## src/sv/rpe_pkg.sv

```systemverilog
// Package for the rumble envelope block: widths, fixed-point constants, item kinds.
// No dependencies; imported by rpe_alu, rumble_pwm_envelope and the bench.
`default_nettype none

package rpe_pkg;

    // Fractional bits of level, accumulator and fade
    localparam int FRAC_BITS = 16;

    // Field widths
    localparam int KIND_W = 2;
    localparam int LVL_W  = FRAC_BITS + 1;   // level, strength, accumulator
    localparam int DUR_W  = 16;              // duration Q8.8
    localparam int TS_W   = 16;              // time step
    localparam int FADE_W = FRAC_BITS + 5;   // fade rate Q5.F
    localparam int DVD_W  = LVL_W + 8;       // dividend: capped strength << 8
    localparam int DEC_W  = FADE_W + TS_W - FRAC_BITS;
    localparam int ALU_W  = (FADE_W + 1 > DEC_W + 1) ? FADE_W + 1 : DEC_W + 1;
    localparam int STEP_N = (DVD_W > TS_W) ? DVD_W : TS_W;
    localparam int CNT_W  = $clog2(STEP_N + 1);

    // Fixed-point constants
    localparam logic [LVL_W-1:0] ONE_LEVEL = LVL_W'(1) << FRAC_BITS;
    localparam logic [LVL_W-1:0] LOW_LEVEL = LVL_W'((64'd1 << FRAC_BITS) / 100);
    localparam logic [DUR_W-1:0] MIN_DUR   = DUR_W'(13);

    // Item kinds
    localparam logic [KIND_W-1:0] KIND_TICK   = 2'd0;
    localparam logic [KIND_W-1:0] KIND_KICK   = 2'd1;
    localparam logic [KIND_W-1:0] KIND_ENABLE = 2'd2;

endpackage

`default_nettype wire

```

## src/sv/rpe_alu.sv

```systemverilog
// Shared adder/subtractor for the rumble envelope sequencer.
// Depends on rpe_pkg for the datapath width.
`default_nettype none

module rpe_alu (
    input  wire logic [rpe_pkg::ALU_W-1:0] a,
    input  wire logic [rpe_pkg::ALU_W-1:0] b,
    input  wire logic                      sub,
    output logic      [rpe_pkg::ALU_W-1:0] result,
    output logic                           carry
);
    import rpe_pkg::*;

    logic [ALU_W:0] full;

    // Add, or subtract in two's complement; carry high on subtract means no borrow
    always_comb
    begin
        full   = {1'b0, a} + {1'b0, (sub ? ~b : b)} + {{ALU_W{1'b0}}, sub};
        result = full[ALU_W-1:0];
        carry  = full[ALU_W];
    end

endmodule

`default_nettype wire

```

## src/sv/rumble_pwm_envelope.sv

```systemverilog
// Rumble motor driver: linear decay envelope followed by a Bresenham PWM stage.
// Depends on rpe_pkg and on rpe_alu, the one adder shared by every step.
//
// Usage:
//   Input channel (in_valid/in_ready) carries one request: kind selects tick,
//   kick or set enable; the other fields are read as that kind needs them.
//   Output channel (out_valid/out_ready) returns one result per request:
//   motor_state after the request and drive_write, a pulse that tells the
//   host to write the motor when the state changed on a pak-equipped tick.
//   Steps, request accepted to result valid:
//     tick        serial shift-add multiply, subtract,
//                 accumulate, all through the shared adder
//     kick        when it loads: restoring divider,
//                 one quotient bit per cycle on the shared adder; none otherwise
//     set enable  no work; straight to the done state
//   One request is in work at a time; in_ready is high only while idle, so a
//   new request is taken only once the previous one has left the sequencer.
//   If the receiver stalls, the finished request waits in the sequencer and
//   the output register holds the earlier result; the next request may be taken
//   while a result is still waiting.
//   Reset clears level, fade, accumulator and motor, sets enabled, and
//   leaves the block idle with no result pending.
`default_nettype none

module rumble_pwm_envelope (
    input  wire logic                        clk,
    input  wire logic                        rst_n,
    input  wire logic                        in_valid,
    output logic                             in_ready,
    input  wire logic [rpe_pkg::KIND_W-1:0]  kind,
    input  wire logic [rpe_pkg::LVL_W-1:0]   strength,
    input  wire logic [rpe_pkg::DUR_W-1:0]   duration,
    input  wire logic [rpe_pkg::TS_W-1:0]    time_step,
    input  wire logic                        enable_value,
    input  wire logic                        pak_present,
    output logic                             out_valid,
    input  wire logic                        out_ready,
    output logic                             motor_state,
    output logic                             drive_write
);
    import rpe_pkg::*;

    typedef enum logic [2:0] {
        S_IDLE,
        S_MUL,
        S_TSUB,
        S_TACC,
        S_DIV,
        S_DONE
    } state_t;

    state_t            state_reg, state_next;
    logic [LVL_W-1:0]  level_reg, level_next;
    logic [FADE_W-1:0] fade_reg, fade_next;
    logic [LVL_W-1:0]  acc_reg, acc_next;
    logic              motor_reg, motor_next;
    logic              enabled_reg, enabled_next;
    logic [CNT_W-1:0]  cnt_reg, cnt_next;
    logic [FADE_W-1:0] hi_reg, hi_next;        // product high half
    logic [TS_W-1:0]   lo_reg, lo_next;        // multiplier, then product low half
    logic [DVD_W-1:0]  quo_reg, quo_next;      // dividend, then quotient
    logic [DUR_W:0]    rem_reg, rem_next;
    logic [DUR_W-1:0]  dvs_reg, dvs_next;
    logic              pak_reg, pak_next;
    logic              drive_reg, drive_next;
    logic              out_valid_reg, out_valid_next;
    logic              out_motor_reg, out_motor_next;
    logic              out_drive_reg, out_drive_next;

    logic [ALU_W-1:0]  alu_a, alu_b, alu_res;
    logic              alu_sub, alu_carry;

    logic [LVL_W-1:0]  capped;
    logic [DUR_W:0]    rem_shift;
    logic [FADE_W+TS_W-1:0] product;
    logic [DEC_W-1:0]  dec;
    logic              want;

    rpe_alu u_alu (
        .a      (alu_a),
        .b      (alu_b),
        .sub    (alu_sub),
        .result (alu_res),
        .carry  (alu_carry)
    );

    assign in_ready    = (state_reg == S_IDLE);
    assign out_valid   = out_valid_reg;
    assign motor_state = out_motor_reg;
    assign drive_write = out_drive_reg;

    // Steer the shared adder by sequencer step
    always_comb
    begin
        capped    = (strength > ONE_LEVEL) ? ONE_LEVEL : strength;
        rem_shift = {rem_reg[DUR_W-1:0], quo_reg[DVD_W-1]};
        product   = {hi_reg, lo_reg};
        dec       = DEC_W'(product >> FRAC_BITS);
        alu_a     = '0;
        alu_b     = '0;
        alu_sub   = 1'b0;
        unique case (state_reg)
            S_MUL:
            begin
                alu_a = ALU_W'(hi_reg);
                alu_b = lo_reg[0] ? ALU_W'(fade_reg) : '0;
            end
            S_TSUB:
            begin
                alu_a   = ALU_W'(level_reg);
                alu_b   = ALU_W'(dec);
                alu_sub = 1'b1;
            end
            S_TACC:
            begin
                alu_a = ALU_W'(acc_reg);
                alu_b = ALU_W'(level_reg);
            end
            S_DIV:
            begin
                alu_a   = ALU_W'(rem_shift);
                alu_b   = ALU_W'(dvs_reg);
                alu_sub = 1'b1;
            end
            default:
            begin
                alu_a = '0;
            end
        endcase
    end

    // Sequencer next-state and datapath
    always_comb
    begin
        state_next     = state_reg;
        level_next     = level_reg;
        fade_next      = fade_reg;
        acc_next       = acc_reg;
        motor_next     = motor_reg;
        enabled_next   = enabled_reg;
        cnt_next       = cnt_reg;
        hi_next        = hi_reg;
        lo_next        = lo_reg;
        quo_next       = quo_reg;
        rem_next       = rem_reg;
        dvs_next       = dvs_reg;
        pak_next       = pak_reg;
        drive_next     = drive_reg;
        out_valid_next = out_valid_reg;
        out_motor_next = out_motor_reg;
        out_drive_next = out_drive_reg;
        want           = 1'b0;

        // Drop the result once taken
        if (out_valid_reg && out_ready)
        begin
            out_valid_next = 1'b0;
        end

        unique case (state_reg)
            S_IDLE:
            begin
                if (in_valid)
                begin
                    drive_next = 1'b0;
                    state_next = S_DONE;
                    priority if (kind == KIND_TICK)
                    begin
                        hi_next    = '0;
                        lo_next    = time_step;
                        pak_next   = pak_present;
                        cnt_next   = CNT_W'(TS_W);
                        state_next = S_MUL;
                    end
                    else if (kind == KIND_KICK)
                    begin
                        if (enabled_reg && (strength > level_reg))
                        begin
                            level_next = capped;
                            quo_next   = {capped, 8'd0};
                            rem_next   = '0;
                            dvs_next   = (duration < MIN_DUR) ? MIN_DUR : duration;
                            cnt_next   = CNT_W'(DVD_W);
                            state_next = S_DIV;
                        end
                    end
                    else if (kind == KIND_ENABLE)
                    begin
                        enabled_next = enable_value;
                        if (!enable_value)
                        begin
                            level_next = '0;
                            fade_next  = '0;
                        end
                    end
                    else
                    begin
                        state_next = S_DONE;
                    end
                end
            end
            S_MUL:
            begin
                // Add fade on a set multiplier bit, then shift product right
                hi_next  = alu_res[FADE_W:1];
                lo_next  = {alu_res[0], lo_reg[TS_W-1:1]};
                cnt_next = cnt_reg - CNT_W'(1);
                if (cnt_reg == CNT_W'(1))
                begin
                    state_next = S_TSUB;
                end
            end
            S_TSUB:
            begin
                // Decay the level, saturating at zero on borrow
                level_next = alu_carry ? alu_res[LVL_W-1:0] : '0;
                state_next = S_TACC;
            end
            S_TACC:
            begin
                if (level_reg <= LOW_LEVEL)
                begin
                    acc_next = '0;
                    want     = 1'b0;
                end
                else
                begin
                    // Sum stays below two, so bit F is the overflow
                    want     = alu_res[FRAC_BITS];
                    acc_next = {1'b0, alu_res[FRAC_BITS-1:0]};
                end
                if (want != motor_reg)
                begin
                    motor_next = want;
                    drive_next = pak_reg;
                end
                state_next = S_DONE;
            end
            S_DIV:
            begin
                // Restoring division, one quotient bit per step
                if (alu_carry)
                begin
                    rem_next = alu_res[DUR_W:0];
                end
                else
                begin
                    rem_next = rem_shift;
                end
                quo_next = {quo_reg[DVD_W-2:0], alu_carry};
                cnt_next = cnt_reg - CNT_W'(1);
                if (cnt_reg == CNT_W'(1))
                begin
                    state_next = S_DONE;
                end
            end
            S_DONE:
            begin
                // Hold until the output register is free
                if (!out_valid_reg || out_ready)
                begin
                    out_valid_next = 1'b1;
                    out_motor_next = motor_reg;
                    out_drive_next = drive_reg;
                    state_next     = S_IDLE;
                end
                if (cnt_reg == '0 && quo_reg != '0)
                begin
                    fade_next = fade_reg;
                end
            end
            default:
            begin
                state_next = S_IDLE;
            end
        endcase

        // Load fade when the divider finishes
        if (state_reg == S_DIV && cnt_reg == CNT_W'(1))
        begin
            fade_next = FADE_W'({quo_reg[DVD_W-2:0], alu_carry});
        end
    end

    // State and registered outputs
    always_ff @(posedge clk or negedge rst_n)
    begin
        if (!rst_n)
        begin
            state_reg     <= S_IDLE;
            level_reg     <= '0;
            fade_reg      <= '0;
            acc_reg       <= '0;
            motor_reg     <= 1'b0;
            enabled_reg   <= 1'b1;
            cnt_reg       <= '0;
            drive_reg     <= 1'b0;
            out_valid_reg <= 1'b0;
            out_motor_reg <= 1'b0;
            out_drive_reg <= 1'b0;
        end
        else
        begin
            state_reg     <= state_next;
            level_reg     <= level_next;
            fade_reg      <= fade_next;
            acc_reg       <= acc_next;
            motor_reg     <= motor_next;
            enabled_reg   <= enabled_next;
            cnt_reg       <= cnt_next;
            drive_reg     <= drive_next;
            out_valid_reg <= out_valid_next;
            out_motor_reg <= out_motor_next;
            out_drive_reg <= out_drive_next;
        end
    end

    // Working registers of the shared unit
    always_ff @(posedge clk)
    begin
        hi_reg  <= hi_next;
        lo_reg  <= lo_next;
        quo_reg <= quo_next;
        rem_reg <= rem_next;
        dvs_reg <= dvs_next;
        pak_reg <= pak_next;
    end

endmodule

`default_nettype wire

```

## config.mk

```make
export PLATFORM = sky130hd
export DESIGN_NAME = rumble_pwm_envelope
export DESIGN_NICKNAME = d
export VERILOG_FILES = /design/src/sv/rpe_pkg.sv /design/src/sv/rpe_alu.sv /design/src/sv/rumble_pwm_envelope.sv
export SDC_FILE = /design/constraint.sdc
export NUM_CORES = 1
export LEC_CHECK = 0
export BUFFER_PORTS_ARGS = -buffer_cell sky130_fd_sc_hd__clkbuf_2
export CAP_MARGIN = 20
export CORE_MARGIN = 2
export CORE_UTILIZATION = 25
export CTS_CLUSTER_SIZE = 16
export DETAILED_ROUTE_END_ITERATION = 10
export HOLD_SLACK_MARGIN = 0.08
export PLACE_DENSITY = 0.46
export SLEW_MARGIN = 20
export SYNTH_ARGS = -nofsm -noshare
export SYNTH_HDL_FRONTEND = slang
export SYNTH_SLANG_ARGS = --single-unit
```

## constraint.sdc

```tcl
create_clock -name clk -period 5.65 [get_ports clk]
set_input_delay 0.8475 -clock clk [delete_from_list [all_inputs] [get_ports clk]]
set_output_delay 0.8475 -clock clk [all_outputs]
set_load 0.01 [all_outputs]
```

==> results of run 1 <==
==> logic make-up (layout without fill, tap and decap cells) <==
group	after synthesis	count (layout)
xor gates and xnor gates	44	44
AOI/OAI and AO/OA	257	257
adders and majority gates	40	40
DFF	163	163
and+or+nand+nor	308	308
buffers and inverters	100	143
muxes	33	33
==> final timing paths <==
path,cells past startpoint,endpoint,slack [ns],startpoint
worst min register to register,2,acc_reg[7],0.48,acc_reg[7]
worst max-delay path,14,level_reg[11],0.32,state_reg[1]
worst max register to register,14,level_reg[11],0.32,state_reg[1]
max in group asynchronous,2,enabled_reg,4.70,rst_n
worst min-delay path,1,fade_reg[19],0.28,rst_n
min in group clk,2,acc_reg[7],0.48,acc_reg[7]
==> metal layers <==
metal	global-route usage, %	up-vias	part of all wire (%)
met3	3.12	32	6.6
met4	4.86	0	1.7
met1	24.1	3772	47
met5	0	-	0
met2	25.0	252	44
li1	-	3533	-
==> metrics by stage <==
step | std cells | instance area (um2) | utilization [%]
floorplan | 945 | 9450 | -
global route | 1499 | 10900 | 29.1
finish | 1499 | 10900 | 29.1
CTS | 1498 | 10900 | 29.0
global placement | 1466 | 10300 | 27.4
detailed placement | 1466 | 10300 | 27.4
==> area by class of cell <==
type / instances / area, um2 / area share [%]
clock inverters: 15 / 169 / 1.55
flip-flops and latches: 163 / 4560 / 41.8
inverters: 32 / 120 / 1.10
clock buffers: 17 / 425 / 3.90
well taps: 511 / 639 / 5.86
multi-input cells: 682 / 4530 / 41.5
repair buffers: 79 / 465 / 4.27
==> report_power, final <==
group | internal (W) | total [W] | switching (W)
Clock | 0.000665 | 0.00122 | 0.000560
Sequential | 0.00183 | 0.00217 | 0.000337
Combinational | 0.00141 | 0.00405 | 0.00264
==> worst max-delay path: cells and delay by family, from the launching register on <==
kind            cells  cell delay (ns)
flops               1             0.56
xor+xnor            1             0.23
compound gates      8             2.08
fa+ha+maj           1             0.50
simple gates        4             1.79
==> placed cells by master (no fill, tap or decap), types with 4 or more instances in the layout <==
cell and count:
nor2b_1 8, clkbuf_2 59, inv_6 5, xor2_1 12
xnor2_1 32, a211oi_1 4, and3_1 10, a22oi_1 15
clkbuf_16 17, o21ai_0 59, o221ai_1 16, and2_1 11
ha_1 39, buf_4 19, a22o_1 30, inv_1 32
mux2_2 19, a21oi_1 40, nand4_1 7, a221o_1 7
mux2i_1 14, nand2_1 151, o31ai_1 10, edfxtp_1 95
nor4_1 9, a222oi_1 15, nor2_1 65, nor3_1 5
nand2b_1 10, o21a_1 7, a21o_1 6, nand3_1 12
dfrtp_1 67, o211ai_1 9
==> metrics.md, run 1 <==
| Metric | Value |
|---|---|
| Run status | `complete, no violations` |
| Number of flip-flops in the largest register | `25` |
| Syn nets | `1042` |
| Final nets | `1072` |
| Post-route ant nets | `0` |
| Number of flops mapped to enable cells by yosys | `95` |
| First-pass GRT wire length | `48200 um` |
| Post-synthesis cell area | `0.00945 mm2` |
| Worst setup EP type | `flip-flop` |
| Proportion of synthesized chip area in sequential cells | `48.2%` |
| Crit-path cells | `nor2b_1 > nor2b_2 > and2_1 > a222oi_1 > xnor2_1 > fa_1 > a21oi_2 > o21ai_2 > o31ai_2 > a31oi_4 > a41o_1 > a31o_1 > nand2_1 > o221ai_1` |
| Clk_lat worst skew | `0.46 ns` |
| H-tree depth | `4` |
| Leakage | `4.32 nW` |
| Hold Path Class | `in -> async` |
| Root Driver | `clkbuf_16` |
| Die Span Y | `198 um` |
| YS warnings | `0` |
| Reg clk slew, reported paths | `0.08 ns` |
| #FFs+latches synth | `163` |
| F_max | `188 MHz` |
| Worst Setup Start Kind | `flip-flop` |
| # Post-CTS Setup Buffers | `0` |
| Setup Total Neg Slack | `0 ns` |
| Async S/R FF share, synth | `41.7%` |
| Setup slack at placement | `0.391 ns` |
| Sink Count | `163` |
| Fin. Hold Viols | `0` |
| Initial DRC Count | `745` |
| CTS Hold Bufs | `0` |
| Top-area cell type share of the netlist area | `30.2%` |
| Fillers | `3985` |
| Worst path slowest cell | `and2_1` |
| Peak fanout along the critical path | `20` |
| Grt ovf | `0` |
| Largest family of logic cells by synthesized area | `compound AO/OA/AOI/OAI gates` |
| # DRC | `0` |
| Final min period | `5.33 ns` |
| Pre-antenna DRT Iters | `9` |
| Synth Area in XOR/XNOR | `4.08%` |
| Core area | `0.0375 mm2` |
| Crit path kind | `reg -> reg` |
| Count leader, synth | `nand2_1` |
| Critical path's largest stage delay | `0.72 ns` |
| Cts repair resizes | `0` |
| VDD IR max | `0.000285 V` |
| Max-slew headroom | `27.8%` |
| Final setup vio count | `0` |
| WHS | `0.282 ns` |
| Final worst-path setup slack | `0.323 ns` |
| Port bufs | `60` |
| Final Power | `0.00744 W` |
| Required @ worst endpoint | `5.95 ns` |
| Max Cap Viol | `0` |
| Post-Synth Adder-Cell Area | `5.38%` |
| Layout cell share with drive strength beyond 1 | `15.7%` |
| Hpwl dp | `22600 um` |
| Via count | `7589` |
| Crit share post-route | `94.3%` |
| Synth Area per Inst | `10.0 um2` |
| Mapped Cells | `945` |
| Wire per inst | `21.3 um` |
| Final Slew Violations | `0` |
| # rows | `71` |
| Critical path arrival | `5.63 ns` |
| Synth area leaders | `edfxtp_1 30%, dfrtp_1 18%, nand2_1 6.0%` |
| Most used flip-flop cell after synthesis | `edfxtp_1` |
| Cell taking the most area after synthesis | `edfxtp_1` |
| Die Width | `198 um` |
| Inserted Clock Buffers | `17` |
| Die ar. | `0.0394 mm2` |
| Tightest Pin Transition | `1.08 ns` |
| Initial Util | `25.2%` |
| Synth Area in Compound Gates | `19.6%` |
| Post-synth top cells | `152 x nand2_1, 95 x edfxtp_1, 67 x dfrtp_1` |
| Bufs on Longest Clock Path | `2` |
| Synth-to-Final Area Change | `15.4%` |
| Avg Vias per Cell | `5.06` |
| Post-synthesis mux area share | `3.75%` |
| Pwr/cell area | `683 mW/mm2` |
| Initial antenna violation count | `0` |
| Drt total wl | `32000 um` |
| GRT Util Overall | `16.6%` |
| Post-synthesis cell type count | `73` |
| CTS tree | `yes` |
| IO Count | `61` |
| Clk_skew | `0.0180 ns` |
| Post-synthesis simple-gate area fraction | `14.6%` |
| RSZ-0062 raised after global routing | `no` |
| Vias in the first global route | `7296` |
| Ant. Diodes | `0` |
| Pin count of the biggest net entering global routing | `69` |
| Gpl congestion | `0.843` |
(Power assumes the default switching activity.)
==> inputs of run 2 (changes only) <==
--- a/config.mk
+++ b/config.mk
@@ -5,7 +5,7 @@
 export SDC_FILE = /design/constraint.sdc
 export NUM_CORES = 1
 export LEC_CHECK = 0
-export BUFFER_PORTS_ARGS = -buffer_cell sky130_fd_sc_hd__clkbuf_2
+export BUFFER_PORTS_ARGS = -buffer_cell sky130_fd_sc_hd__buf_2
 export CAP_MARGIN = 20
 export CORE_MARGIN = 2
 export CORE_UTILIZATION = 25
==> metrics.md, run 2 (synthesis results as in run 1) <==
| Metric | Value |
|---|---|
| Die Width | `198 um (unchanged)` |
| CTS Hold Bufs | `0 (unchanged)` |
| Final min period | `5.26 ns (-0.0670 ns)` |
| Commonest cells after routing, fill and taps aside | `151 x nand2_1, 95 x edfxtp_1, 67 x dfrtp_1` |
| Tightest Pin Transition | `1.09 ns (+0.00614 ns)` |
| Hpwl dp | `22800 um (+0.68%)` |
| # Post-CTS Setup Buffers | `0 (unchanged)` |
| Clk_skew | `0.0143 ns (-0.00370 ns)` |
| Peak fanout along the critical path | `20 (unchanged)` |
| Setup slack at placement | `0.484 ns (+0.0929 ns)` |
| Bufs on Longest Clock Path | `2 (unchanged)` |
| Initial DRC Count | `737 (-1.1%)` |
| Crit share post-route | `93.1% (-1.2 points)` |
| Switch Pwr | `0.00352 W (-0.46%)` |
| Final worst-path setup slack | `0.390 ns (+0.0670 ns)` |
| VDD IR max | `0.000250 V (-12%)` |
| Drt total wl | `32000 um (+0.18%)` |
| Pre-antenna DRT Iters | `7 (-2)` |
| Seq pwr share | `29.1% (about the same)` |
| Synth-to-Final Area Change | `15.3% (about the same)` |
| Vias in the first global route | `7379 (+1.1%)` |
| Die ar. | `0.0394 mm2 (unchanged)` |
| Initial antenna violation count | `0 (unchanged)` |
| Pwr/cell area | `683 mW/mm2 (+0.11%)` |
| CP startpoint | `state_reg[0]` |
| CTS tree | `yes` |
| Initial Util | `25.2% (unchanged)` |
| RSZ-0062 raised after global routing | `no` |
| Required @ worst endpoint | `5.94 ns (about the same)` |
| Grt ovf | `0 (unchanged)` |
| Commonest non-fill, non-tap cell in the layout | `nand2_1` |
| Setup Total Neg Slack | `0 ns (unchanged)` |
| Pin count of the biggest net entering global routing | `69 (unchanged)` |
| Max-slew headroom | `27.4% (-0.41 points)` |
| Critical path arrival | `5.55 ns (-0.08 ns)` |
| Worst setup EP type | `flip-flop` |
| # rows | `71 (unchanged)` |
| Run status | `complete, no violations` |
| Sink Count | `163 (unchanged)` |
| Hold Path Class | `in -> async` |
| Fin. Hold Viols | `0 (unchanged)` |
| Gate power share | `54.4% (about the same)` |
| Switching Fraction | `47.3% (-0.26 points)` |
| Avg Vias per Cell | `5.11 (+0.88%)` |
| IO Count | `61 (unchanged)` |
| Wire per inst | `21.4 um (+0.11%)` |
| Final Slew Violations | `0 (unchanged)` |
| Reg clk slew, reported paths | `0.07 ns (about the same)` |
| Final Power | `0.00745 W (about the same)` |
| H-tree depth | `4 (unchanged)` |
| Final core occ | `29.1% (about the same)` |
| Port bufs | `60 (unchanged)` |
| Final nets | `1073 (+0.093%)` |
| F_max | `190 MHz (+1.3%)` |
| Layout cell share with drive strength beyond 1 | `15.8% (+0.085 points)` |
| GRT Util Overall | `16.7% (+0.12 points)` |
| FF-to-FF Start | `state_reg[0]` |
| Gpl congestion | `0.839 (-0.45%)` |
| Worst Setup Start Kind | `flip-flop` |
| Fillers | `3962 (-0.58%)` |
| Die Span Y | `198 um (unchanged)` |
| Cts repair resizes | `0 (unchanged)` |
| Root Driver | `clkbuf_16` |
| Ant. Diodes | `0 (unchanged)` |
| Via count | `7661 (+0.95%)` |
| Crit path kind | `reg -> reg` |
| Internal | `0.00393 W (+0.60%)` |
| Number of flip-flops in the largest register | `25 (unchanged)` |
| # DRC | `0 (unchanged)` |
| Leakage | `4.30 nW (-0.38%)` |
| Core area | `0.0375 mm2 (unchanged)` |
| Max Cap Viol | `0 (unchanged)` |
| Final setup vio count | `0 (unchanged)` |
| Post-route ant nets | `0 (unchanged)` |
| Clock Power Share | `16.5% (about the same)` |
| Inserted Clock Buffers | `17 (unchanged)` |
| Clk_lat worst skew | `0.46 ns (about the same)` |
| First-pass GRT wire length | `48400 um (+0.54%)` |
## run 2: changes by cell type in the layout (fill, tap and decap cells not counted), moves of 2 or more
cell | previous run | this run
buf_2 | 0 | 59
inv_6 | 5 | 2
clkbuf_2 | 59 | 0
clkinv_4 | 1 | 4
inv_8 | 3 | 1
clkbuf_8 | 0 | 2
## run 2: routing by layer
layer  track usage [%]  share of wire (%)  wire length [um]
met1              23.8                 47             15100
met2              25.2                 45             14400
met3              3.65                6.0              1920
met4              5.22                2.2               691
met5                 0                  0                 0
## run 2: metrics by stage
step	area, um2	std cells	hold slack [ns]
floorplan	9450	945	0.444
global placement	10300	1468	0.465
detailed placement	10300	1468	0.466
CTS	10900	1500	0.483
global route	10900	1500	0.445
finish	10900	1500	0.400
## run 2: worst max-delay path, stage by stage, from the launching register on
cell	delay [ns]
dfrtp_1	0.62
nor2b_1	0.31
nor2b_2	0.20
and2_1	0.71
a222oi_1	0.22
xnor2_1	0.23
fa_1	0.48
a21oi_2	0.21
o21ai_2	0.12
o31ai_2	0.43
a31oi_4	0.19
a41o_1	0.28
a31o_1	0.32
nand2_1	0.54
o221ai_1	0.23
## run 2: power by group through the flow
stage          combinational [W]  clock, W  sequential, W
2_1_floorplan            0.00286         0        0.00204
3_3_place_gp             0.00403         0        0.00218
3_5_place_dp             0.00402         0        0.00218
4_1_cts                  0.00404   0.00126        0.00216
5_1_grt                  0.00445   0.00130        0.00221
6_report                 0.00405   0.00123        0.00217
## run 2: path summary, 6_finish.rpt
path	end	slack (ns)	depth (start not counted)
max	level_reg[14]	0.39	14
min	acc_reg[14]	0.40	1
max reg2reg	level_reg[14]	0.39	14
min reg2reg	acc_reg[4]	0.48	2
max in group asynchronous	acc_reg[0]	4.67	1
min in group clk	acc_reg[4]	0.48	2
## run 2: final cells by class
class	count	area [um2]	area share, %
clock buffer	19	453	4.16
clock inverter	13	149	1.37
inverter	32	120	1.10
multi-input combinational	682	4530	41.5
sequential	163	4560	41.8
tap	511	639	5.87
timing repair buffer	80	457	4.19
